===== src/design/shs_pkg.sv =====
// ----------------------------------------------------------------------------
// SHA-256 stream hasher package
// Request types, control structs, state encodings and the SHA-256 constants
// shared by the hasher modules.
// ----------------------------------------------------------------------------
package shs_pkg;

  typedef struct packed {
    logic [7:0] data_byte;
    logic       byte_present;
    logic       is_last;
  } shs_in_req_t;

  typedef struct packed {
    logic [31:0] digest_word;
    logic [2:0]  word_index;
    logic        last_word;
  } shs_out_req_t;

  // Eight 32-bit words; index 0 is the first chaining word (a).
  typedef logic [7:0][31:0] shs_vars_t;

  typedef struct packed {
    logic       load;
    logic [7:0] load_byte;
    logic       start;
    logic       restart;
  } shs_core_req_t;

  typedef enum logic [2:0] {
    ST_IDLE,
    ST_PAD,
    ST_LEN,
    ST_HASH,
    ST_OUT
  } shs_top_e;

  typedef enum logic [1:0] {
    CORE_IDLE,
    CORE_ROUND,
    CORE_ADD
  } shs_core_e;

  localparam logic [7:0] PAD_MARK = 8'h80;

  localparam shs_vars_t SHS_IV = {
    32'h5be0cd19, 32'h1f83d9ab, 32'h9b05688c, 32'h510e527f,
    32'ha54ff53a, 32'h3c6ef372, 32'hbb67ae85, 32'h6a09e667
  };

  function automatic logic [31:0] shs_round_const(input logic [5:0] idx);
    logic [31:0] k;
    case (idx)
      6'd0:  k = 32'h428a2f98;
      6'd1:  k = 32'h71374491;
      6'd2:  k = 32'hb5c0fbcf;
      6'd3:  k = 32'he9b5dba5;
      6'd4:  k = 32'h3956c25b;
      6'd5:  k = 32'h59f111f1;
      6'd6:  k = 32'h923f82a4;
      6'd7:  k = 32'hab1c5ed5;
      6'd8:  k = 32'hd807aa98;
      6'd9:  k = 32'h12835b01;
      6'd10: k = 32'h243185be;
      6'd11: k = 32'h550c7dc3;
      6'd12: k = 32'h72be5d74;
      6'd13: k = 32'h80deb1fe;
      6'd14: k = 32'h9bdc06a7;
      6'd15: k = 32'hc19bf174;
      6'd16: k = 32'he49b69c1;
      6'd17: k = 32'hefbe4786;
      6'd18: k = 32'h0fc19dc6;
      6'd19: k = 32'h240ca1cc;
      6'd20: k = 32'h2de92c6f;
      6'd21: k = 32'h4a7484aa;
      6'd22: k = 32'h5cb0a9dc;
      6'd23: k = 32'h76f988da;
      6'd24: k = 32'h983e5152;
      6'd25: k = 32'ha831c66d;
      6'd26: k = 32'hb00327c8;
      6'd27: k = 32'hbf597fc7;
      6'd28: k = 32'hc6e00bf3;
      6'd29: k = 32'hd5a79147;
      6'd30: k = 32'h06ca6351;
      6'd31: k = 32'h14292967;
      6'd32: k = 32'h27b70a85;
      6'd33: k = 32'h2e1b2138;
      6'd34: k = 32'h4d2c6dfc;
      6'd35: k = 32'h53380d13;
      6'd36: k = 32'h650a7354;
      6'd37: k = 32'h766a0abb;
      6'd38: k = 32'h81c2c92e;
      6'd39: k = 32'h92722c85;
      6'd40: k = 32'ha2bfe8a1;
      6'd41: k = 32'ha81a664b;
      6'd42: k = 32'hc24b8b70;
      6'd43: k = 32'hc76c51a3;
      6'd44: k = 32'hd192e819;
      6'd45: k = 32'hd6990624;
      6'd46: k = 32'hf40e3585;
      6'd47: k = 32'h106aa070;
      6'd48: k = 32'h19a4c116;
      6'd49: k = 32'h1e376c08;
      6'd50: k = 32'h2748774c;
      6'd51: k = 32'h34b0bcb5;
      6'd52: k = 32'h391c0cb3;
      6'd53: k = 32'h4ed8aa4a;
      6'd54: k = 32'h5b9cca4f;
      6'd55: k = 32'h682e6ff3;
      6'd56: k = 32'h748f82ee;
      6'd57: k = 32'h78a5636f;
      6'd58: k = 32'h84c87814;
      6'd59: k = 32'h8cc70208;
      6'd60: k = 32'h90befffa;
      6'd61: k = 32'ha4506ceb;
      6'd62: k = 32'hbef9a3f7;
      6'd63: k = 32'hc67178f2;
      default: k = 32'h0;
    endcase
    return k;
  endfunction

endpackage


===== src/design/sha256_stream_hasher_unit.sv =====
// ----------------------------------------------------------------------------
// SHA-256 stream hasher
// Hashes a byte stream and returns the digest as eight 32-bit words.
//
//   Channel  Direction  Handshake                  Payload
//   in       request    in_valid_i / in_stall_o    shs_in_req_t  (one byte)
//   out      response   out_valid_o / out_stall_i  shs_out_req_t (digest word)
//
// A byte that does not fill the block is taken without a stall. A byte that
// fills the block stalls the input for a compression: 64 rounds on the
// shared round unit, then the chaining add. The last request adds the
// padding and length bytes (at most 72 bytes), one or two compressions,
// and eight output words, each held as long as out_stall_i is high.
// Reset loads the initial hash values and clears the byte counts.
// ----------------------------------------------------------------------------
module sha256_stream_hasher_unit import shs_pkg::*; (
  input  logic         clk_i,
  input  logic         rst_ni,
  input  logic         in_valid_i,
  output logic         in_stall_o,
  input  shs_in_req_t  in_req_i,
  output logic         out_valid_o,
  input  logic         out_stall_i,
  output shs_out_req_t out_req_o
);

  shs_top_e      state_q, state_d;
  shs_top_e      ret_q, ret_d;
  logic [5:0]    fill_q, fill_d;
  logic [63:0]   total_q, total_d;
  logic          first_q, first_d;
  logic [2:0]    oidx_q, oidx_d;
  shs_core_req_t core_req;
  logic          core_done;
  shs_vars_t     chain;
  logic [63:0]   bit_len;
  logic          in_fire;
  logic          out_fire;

  shs_core u_core (
    .clk_i   (clk_i),
    .rst_ni  (rst_ni),
    .req_i   (core_req),
    .done_o  (core_done),
    .chain_o (chain)
  );

  assign in_fire  = in_valid_i && !in_stall_o;
  assign out_fire = out_valid_o && !out_stall_i;
  assign bit_len  = {total_q[60:0], 3'b000};

  always_comb begin
    state_d = state_q;
    case (state_q)
      ST_IDLE: begin
        if (in_fire) begin
          if (in_req_i.byte_present && fill_q == 6'd63) begin
            state_d = ST_HASH;
          end else if (in_req_i.is_last) begin
            state_d = ST_PAD;
          end
        end
      end
      ST_PAD: begin
        if (fill_q == 6'd63) begin
          state_d = ST_HASH;
        end else if (fill_q == 6'd55) begin
          state_d = ST_LEN;
        end
      end
      ST_LEN: begin
        if (fill_q == 6'd63) begin
          state_d = ST_HASH;
        end
      end
      ST_HASH: begin
        if (core_done) begin
          state_d = ret_q;
        end
      end
      ST_OUT: begin
        if (out_fire && oidx_q == 3'd7) begin
          state_d = ST_IDLE;
        end
      end
      default: state_d = ST_IDLE;
    endcase
  end

  always_comb begin
    ret_d              = ret_q;
    fill_d             = fill_q;
    total_d            = total_q;
    first_d            = first_q;
    oidx_d             = oidx_q;
    core_req.load      = 1'b0;
    core_req.load_byte = in_req_i.data_byte;
    core_req.start     = 1'b0;
    core_req.restart   = 1'b0;
    in_stall_o         = 1'b1;
    out_valid_o        = 1'b0;
    case (state_q)
      ST_IDLE: begin
        in_stall_o = 1'b0;
        if (in_fire) begin
          first_d = 1'b1;
          if (in_req_i.byte_present) begin
            core_req.load = 1'b1;
            fill_d        = fill_q + 6'd1;
            total_d       = total_q + 64'd1;
            if (fill_q == 6'd63) begin
              core_req.start = 1'b1;
              ret_d          = in_req_i.is_last ? ST_PAD : ST_IDLE;
            end
          end
        end
      end
      ST_PAD: begin
        core_req.load      = 1'b1;
        core_req.load_byte = first_q ? PAD_MARK : 8'h00;
        first_d            = 1'b0;
        fill_d             = fill_q + 6'd1;
        if (fill_q == 6'd63) begin
          core_req.start = 1'b1;
          ret_d          = ST_PAD;
        end
      end
      ST_LEN: begin
        core_req.load      = 1'b1;
        core_req.load_byte = bit_len[{~fill_q[2:0], 3'b000} +: 8];
        fill_d             = fill_q + 6'd1;
        if (fill_q == 6'd63) begin
          core_req.start = 1'b1;
          ret_d          = ST_OUT;
        end
      end
      ST_OUT: begin
        out_valid_o = 1'b1;
        if (out_fire) begin
          oidx_d = oidx_q + 3'd1;
          if (oidx_q == 3'd7) begin
            core_req.restart = 1'b1;
            total_d          = '0;
            fill_d           = '0;
          end
        end
      end
      default: begin
        in_stall_o = 1'b1;
      end
    endcase
  end

  assign out_req_o.digest_word = chain[oidx_q];
  assign out_req_o.word_index  = oidx_q;
  assign out_req_o.last_word   = (oidx_q == 3'd7);

  always_ff @(posedge clk_i or negedge rst_ni) begin
    if (!rst_ni) begin
      state_q <= ST_IDLE;
      ret_q   <= ST_IDLE;
      fill_q  <= '0;
      total_q <= '0;
      first_q <= 1'b0;
      oidx_q  <= '0;
    end else begin
      state_q <= state_d;
      ret_q   <= ret_d;
      fill_q  <= fill_d;
      total_q <= total_d;
      first_q <= first_d;
      oidx_q  <= oidx_d;
    end
  end

endmodule


===== src/design/shs_round.sv =====
// ----------------------------------------------------------------------------
// SHA-256 round unit
// One compression round on the working words and the next message schedule
// word from the sliding sixteen-word window.
// ----------------------------------------------------------------------------
module shs_round import shs_pkg::*; (
  input  shs_vars_t   vars_i,
  input  logic [31:0] k_i,
  input  logic [31:0] w0_i,
  input  logic [31:0] w1_i,
  input  logic [31:0] w9_i,
  input  logic [31:0] w14_i,
  output shs_vars_t   vars_o,
  output logic [31:0] w_new_o
);

  function automatic logic [31:0] big_sigma0(input logic [31:0] x);
    return {x[1:0], x[31:2]} ^ {x[12:0], x[31:13]} ^ {x[21:0], x[31:22]};
  endfunction

  function automatic logic [31:0] big_sigma1(input logic [31:0] x);
    return {x[5:0], x[31:6]} ^ {x[10:0], x[31:11]} ^ {x[24:0], x[31:25]};
  endfunction

  function automatic logic [31:0] small_sigma0(input logic [31:0] x);
    return {x[6:0], x[31:7]} ^ {x[17:0], x[31:18]} ^ {3'b000, x[31:3]};
  endfunction

  function automatic logic [31:0] small_sigma1(input logic [31:0] x);
    return {x[16:0], x[31:17]} ^ {x[18:0], x[31:19]} ^ {10'b0, x[31:10]};
  endfunction

  logic [31:0] choose;
  logic [31:0] major;
  logic [31:0] sum1;
  logic [31:0] sum2;

  always_comb begin
    choose = (vars_i[4] & vars_i[5]) ^ (~vars_i[4] & vars_i[6]);
    major  = (vars_i[0] & vars_i[1]) ^ (vars_i[0] & vars_i[2]) ^ (vars_i[1] & vars_i[2]);
    sum1   = vars_i[7] + big_sigma1(vars_i[4]) + choose + k_i + w0_i;
    sum2   = big_sigma0(vars_i[0]) + major;
    vars_o[7] = vars_i[6];
    vars_o[6] = vars_i[5];
    vars_o[5] = vars_i[4];
    vars_o[4] = vars_i[3] + sum1;
    vars_o[3] = vars_i[2];
    vars_o[2] = vars_i[1];
    vars_o[1] = vars_i[0];
    vars_o[0] = sum1 + sum2;
  end

  assign w_new_o = small_sigma1(w14_i) + w9_i + small_sigma0(w1_i) + w0_i;

endmodule


===== src/design/shs_core.sv =====
// ----------------------------------------------------------------------------
// SHA-256 compression core
// Holds the block window, the working words and the chaining words, and runs
// one round per cycle through the shared round unit, then the final add.
// ----------------------------------------------------------------------------
module shs_core import shs_pkg::*; (
  input  logic          clk_i,
  input  logic          rst_ni,
  input  shs_core_req_t req_i,
  output logic          done_o,
  output shs_vars_t     chain_o
);

  shs_core_e   state_q, state_d;
  logic [5:0]  cnt_q, cnt_d;
  logic [511:0] win_q, win_d;
  shs_vars_t   vars_q, vars_d;
  shs_vars_t   chain_q, chain_d;
  shs_vars_t   vars_next;
  logic [31:0] w_new;
  logic        round_en;

  shs_round u_round (
    .vars_i  (vars_q),
    .k_i     (shs_round_const(cnt_q)),
    .w0_i    (win_q[511 -: 32]),
    .w1_i    (win_q[479 -: 32]),
    .w9_i    (win_q[223 -: 32]),
    .w14_i   (win_q[63 -: 32]),
    .vars_o  (vars_next),
    .w_new_o (w_new)
  );

  always_comb begin
    state_d = state_q;
    case (state_q)
      CORE_IDLE: begin
        if (req_i.start) begin
          state_d = CORE_ROUND;
        end
      end
      CORE_ROUND: begin
        if (cnt_q == 6'd63) begin
          state_d = CORE_ADD;
        end
      end
      CORE_ADD: begin
        state_d = CORE_IDLE;
      end
      default: state_d = CORE_IDLE;
    endcase
  end

  always_comb begin
    round_en = 1'b0;
    done_o   = 1'b0;
    case (state_q)
      CORE_ROUND: round_en = 1'b1;
      CORE_ADD:   done_o   = 1'b1;
      default: begin
        round_en = 1'b0;
        done_o   = 1'b0;
      end
    endcase
  end

  always_comb begin
    win_d   = win_q;
    vars_d  = vars_q;
    cnt_d   = cnt_q;
    chain_d = chain_q;
    if (req_i.load) begin
      win_d = {win_q[503:0], req_i.load_byte};
    end else if (round_en) begin
      win_d = {win_q[479:0], w_new};
    end
    if (req_i.start) begin
      vars_d = chain_q;
      cnt_d  = '0;
    end else if (round_en) begin
      vars_d = vars_next;
      cnt_d  = cnt_q + 6'd1;
    end
    if (req_i.restart) begin
      chain_d = SHS_IV;
    end else if (done_o) begin
      for (int i = 0; i < 8; i++) begin
        chain_d[i] = chain_q[i] + vars_q[i];
      end
    end
  end

  always_ff @(posedge clk_i or negedge rst_ni) begin
    if (!rst_ni) begin
      state_q <= CORE_IDLE;
      cnt_q   <= '0;
      chain_q <= SHS_IV;
    end else begin
      state_q <= state_d;
      cnt_q   <= cnt_d;
      chain_q <= chain_d;
    end
  end

  always_ff @(posedge clk_i) begin
    win_q  <= win_d;
    vars_q <= vars_d;
  end

  assign chain_o = chain_q;

endmodule


===== config.mk =====
export PLATFORM = sky130hd
export DESIGN_NAME = sha256_stream_hasher_unit
export DESIGN_NICKNAME = d
export VERILOG_FILES = /design/src/design/shs_pkg.sv /design/src/design/sha256_stream_hasher_unit.sv /design/src/design/shs_round.sv /design/src/design/shs_core.sv
export SDC_FILE = /design/constraint.sdc
export NUM_CORES = 2
export LEC_CHECK = 0
export BUFFER_PORTS_ARGS = -buffer_cell sky130_fd_sc_hd__buf_2
export CORE_ASPECT_RATIO = 2
export CORE_MARGIN = 2
export CORE_UTILIZATION = 60
export CTS_CLUSTER_SIZE = 16
export DETAILED_ROUTE_END_ITERATION = 12
export PLACE_DENSITY = 0.76
export SLEW_MARGIN = 5
export SYNTH_ARGS = -nofsm -noshare
export SYNTH_HDL_FRONTEND = slang
export SYNTH_SLANG_ARGS = --single-unit
export TNS_END_PERCENT = 30

===== constraint.sdc =====
create_clock -name clk_i -period 24 [get_ports clk_i]
set_clock_uncertainty 0.05 [all_clocks]
set_input_delay 2.4 -clock clk_i [delete_from_list [all_inputs] [get_ports clk_i]]
set_output_delay 2.4 -clock clk_i [all_outputs]
set_load 0.05 [all_outputs]

==> results.tsv <==
stage	metric	value	unit
clock_network	Clk Tree Root Cell	clkbuf_16	
routing	M1 WL	84.7	mm
sta	post-route setup TNS	0	ps
die	Core ar.	0.126	mm²
routing	DR pass1 iterations	7	
logic_synthesis	Seq/Total Area, Yosys	41.8	%
worst_hold_path	hold depth	2	
critical_path	CP Max Fanout	22	
logic_synthesis	post-synthesis compound-gate area fraction	13.4	%
clock_network	number of hold buffers added after CTS	0	
clock_network	clock sinks	1108	
logic_synthesis	simple-gate share of the synthesized area	18.3	%
critical_path	Worst Path Required	24450	ps
placed_design	Placer Congestion	1.05	
die	initial core utilization	60.5	%
clock_network	H-Tree Depth	3	
worst_hold_path	Hold Startpoint	ret_q[2]$_DFFE_PN0P_	
critical_path	worst-case reg-to-reg path depth	37	
die	row count	184	
worst_hold_path	WHS Endpoint	ret_q[2]$_DFFE_PN0P_	
logic_synthesis	Synth area leaders	edfxtp_1 30%, nand2_1 12%, dfrtp_1 6.7%	
routing	per-cell routed wire length	28.1	µm
logic_synthesis	adder-cell share of the synthesized area	12.0	%
critical_path	CP Data Arrival Time	11480	ps
grt	largest net degree at the start of global routing	219	
routing	DR vias	62700	
clock_network	TritonCTS clock tree	done	
critical_path	max incr delay on CP	850	ps
logic_synthesis	fraction of synthesized area in multiplexers	3.72	%
sta	period utilisation layout	45.9	%
critical_path	cell mode on critical path	o21ai_0	
grt	grt ovf	0	
die	IO Pins	52	
critical_path	startpoint types	flop	
logic_synthesis	post-synth top area cell	edfxtp_1	
routing	met2 routed WL	137	mm
die	die area	0.130	mm²
sta	fmax	0.0907	GHz
routing	WL met3	18.2	mm
sta	Max-slew headroom	0.141	%
critical_path	flop2flop setup slack	12970	ps
outcome	failing checks	capacitance limit	
die	die height	507	µm
job	max_cap viols	1	
clock_network	Clock Latency Late Sink	800	ps
critical_path	Setup Crit Path Kind	reg -> reg	
finish	Filler cells	10400	
critical_path	Worst Setup End Kind	flop	
logic_synthesis	Cell Area, Synth	0.0760	mm²
routing	DR iter-0 viols	6114	
logic_synthesis	synthesized flop and latch total	1108	
logic_synthesis	syn_nets	8920	
logic_synthesis	Async SR Flop Fraction	30.7	%
clock_network	# Post-CTS Setup Buffers	0	
finish	Synth-to-Final Area Change	6.88	%
logic_synthesis	Post-synth EDFFs	768	
sta	final worst path period need	11030	ps
clock_network	CTS clk-pin slew, worst paths	70	ps
logic_synthesis	Cells after Synth	8316	
critical_path	Reg-to-Reg End	u_core.vars_q[31]$_DFFE_PP_	
routing	DRC viols	0	
routing	highest routed layer	met5	
logic_synthesis	Yosys cell types	91	
clock_network	Num CTS Buffers	105	
sta	Worst-Margin Slew	1490	ps
finish	layout cells sized above 1	8.00	%
grt	first-pass GRT wire length	405	mm
outcome	outcome	finished, violations left	
finish	Final nets	8701	
routing	Detail Route Antenna Nets	0	
clock_network	Max Root-Sink Buffers	3	
placed_design	DP HPWL	203	mm
grt	antenna violations before repair	10	
logic_synthesis	Most used DFF post-synth	edfxtp_1	
critical_path	Worst R2R Start	u_core.cnt_q[0]$_DFFE_PN0P_	
logic_synthesis	syn_area_per_cell	9.14	µm²
sta	Hold Vio Cnt, Final	0	
clock_network	post_cts resized	0	
logic_synthesis	post-synth top area share	30.3	%
sta	setup violators final	0	
logic_synthesis	combinational family with the most area after synthesis	simple AND/OR/NAND/NOR gates	
routing	Total Wirelength	278	mm
routing	Vias/cell	6.36	
worst_hold_path	Hold/Removal Path Class	reg -> reg	
sta	RSZ-0062 raised after global routing	false	
sta	Slew Limit Fails	0	
die	Die Wd	256	µm
logic_synthesis	xor and xnor area share after synthesis	7.07	%
grt	GRT Total Usage	42.7	%
placed_design	IO buf count	51	
grt	vias in the first global route	63300	
critical_path	CP max-delay cell	o31ai_1	
logic_synthesis	Syn. warnings	0	
==> worst max-delay path by stage <==
stage | from | cells past startpoint | slack [ps] | end
after floorplan | in_req_i[1] | 6 | 8730 | u_core.win_q[0]$_DFFE_PP_
after global placement | u_core.cnt_q[0]$_DFFE_PN0P_ | 37 | 13310 | u_core.vars_q[31]$_DFFE_PP_
after detailed placement | u_core.cnt_q[0]$_DFFE_PN0P_ | 37 | 13230 | u_core.vars_q[31]$_DFFE_PP_
after CTS | u_core.cnt_q[0]$_DFFE_PN0P_ | 37 | 13180 | u_core.vars_q[31]$_DFFE_PP_
after global routing | u_core.cnt_q[0]$_DFFE_PN0P_ | 36 | 12600 | u_core.vars_q[31]$_DFFE_PP_
final | u_core.cnt_q[0]$_DFFE_PN0P_ | 37 | 12970 | u_core.vars_q[31]$_DFFE_PP_
==> kinds of logic after synthesis <==
| group | after synthesis |
|---|---|
| buffers and inverters | 772 |
| adder cells (fa/ha/maj) | 616 |
| XOR/XNOR | 614 |
| AO/OA/AOI/OAI | 1638 |
| flip-flops | 1108 |
| multiplexers | 173 |
| AND/OR/NAND/NOR | 3395 |
==> synth_stat cells (53+ instances only) <==
library cell  number
clkbuf_1         422
nand2_1         2521
o21ai_0          387
o211ai_1         107
inv_1            295
nor2b_1           53
nand3_1          112
ha_1             395
edfxtp_1         768
mux4_2            83
nand2b_1          68
fa_1             195
dfstp_2          136
dfrtp_1          204
xor2_1           224
xnor2_1          390
a21oi_1          538
nor2_1           360
a21o_1           181
nor3_1            67
==> worst max-delay path, delay by kind of cell, from the launching register on <==
| kind | cells | cell delay (ps) |
|---|---|---|
| xor+xnor | 3 | 520 |
| flops | 1 | 330 |
| simple gates | 7 | 1390 |
| fa+ha+maj | 7 | 2960 |
| compound gates | 14 | 4270 |
| buf+inv | 6 | 1230 |
==> area by class of cell <==
cell class | instances | area, µm² | area share, %
inverters | 297 | 1110 | 1.37
flip-flops and latches | 1108 | 31800 | 39.1
diodes | 4 | 10.0 | 0.0123
clock buffers | 125 | 2800 | 3.45
well taps | 1674 | 2090 | 2.58
multi-input cells | 6436 | 41500 | 51.0
clock inverters | 75 | 911 | 1.12
repair buffers | 149 | 1080 | 1.33
==> routing by layer <==
metal,global-route usage (%),vias to the layer above
met5,0,-
met4,47.2,6
met3,9.02,1229
met2,72.9,2967
met1,40.5,30400
li1,-,28100
==> state kept, by name, summed over array words and instances (netlist names), 3 cells and up <==
register / cells
u_core.win_q: 512
u_core.chain_o: 256
u_core.vars_q: 256
total_q: 61
fill_q: 6
u_core.cnt_q: 6
oidx_q: 3
state_q: 3
==> placed cells by master (no fill, tap or decap), types with 21 or more instances in the layout <==
cell type / n
clkbuf_16: 105
mux4_2: 83
edfxtp_1: 768
nand3_1: 112
nand2b_1: 67
inv_1: 294
a21oi_1: 536
dfstp_2: 136
mux2i_1: 44
and2_1: 21
o211ai_1: 107
mux2_2: 46
o31ai_1: 26
buf_4: 91
nand2_1: 2516
clkinv_2: 23
fa_1: 195
and3_1: 39
xnor2_1: 389
ha_1: 395
or3_1: 46
nor2_1: 357
nand4_1: 36
dfrtp_1: 197
nor2b_1: 52
o21a_1: 51
a211oi_1: 52
a21o_1: 181
o21bai_1: 45
maj3_1: 26
nor3_1: 67
buf_2: 50
xor2_1: 224
a31oi_1: 50
o21ai_0: 386
==> through the flow <==
step | worst slack, ps | hold WS, ps | util, % | instances | instance area [µm²]
floorplan | 8730 | 382 | - | 8316 | 76000
global placement | 13310 | 413 | 61.6 | 9662 | 77500
detailed placement | 13230 | 437 | 61.6 | 9662 | 77500
CTS | 13180 | 453 | 64.6 | 9862 | 81200
global route | 12600 | 477 | 64.6 | 9865 | 81200
finish | 12970 | 451 | 64.6 | 9868 | 81200
Power is left out: the tool's default activity adds up to more than one toggle a clock period on the data nets, which glitch-free logic cannot reach.
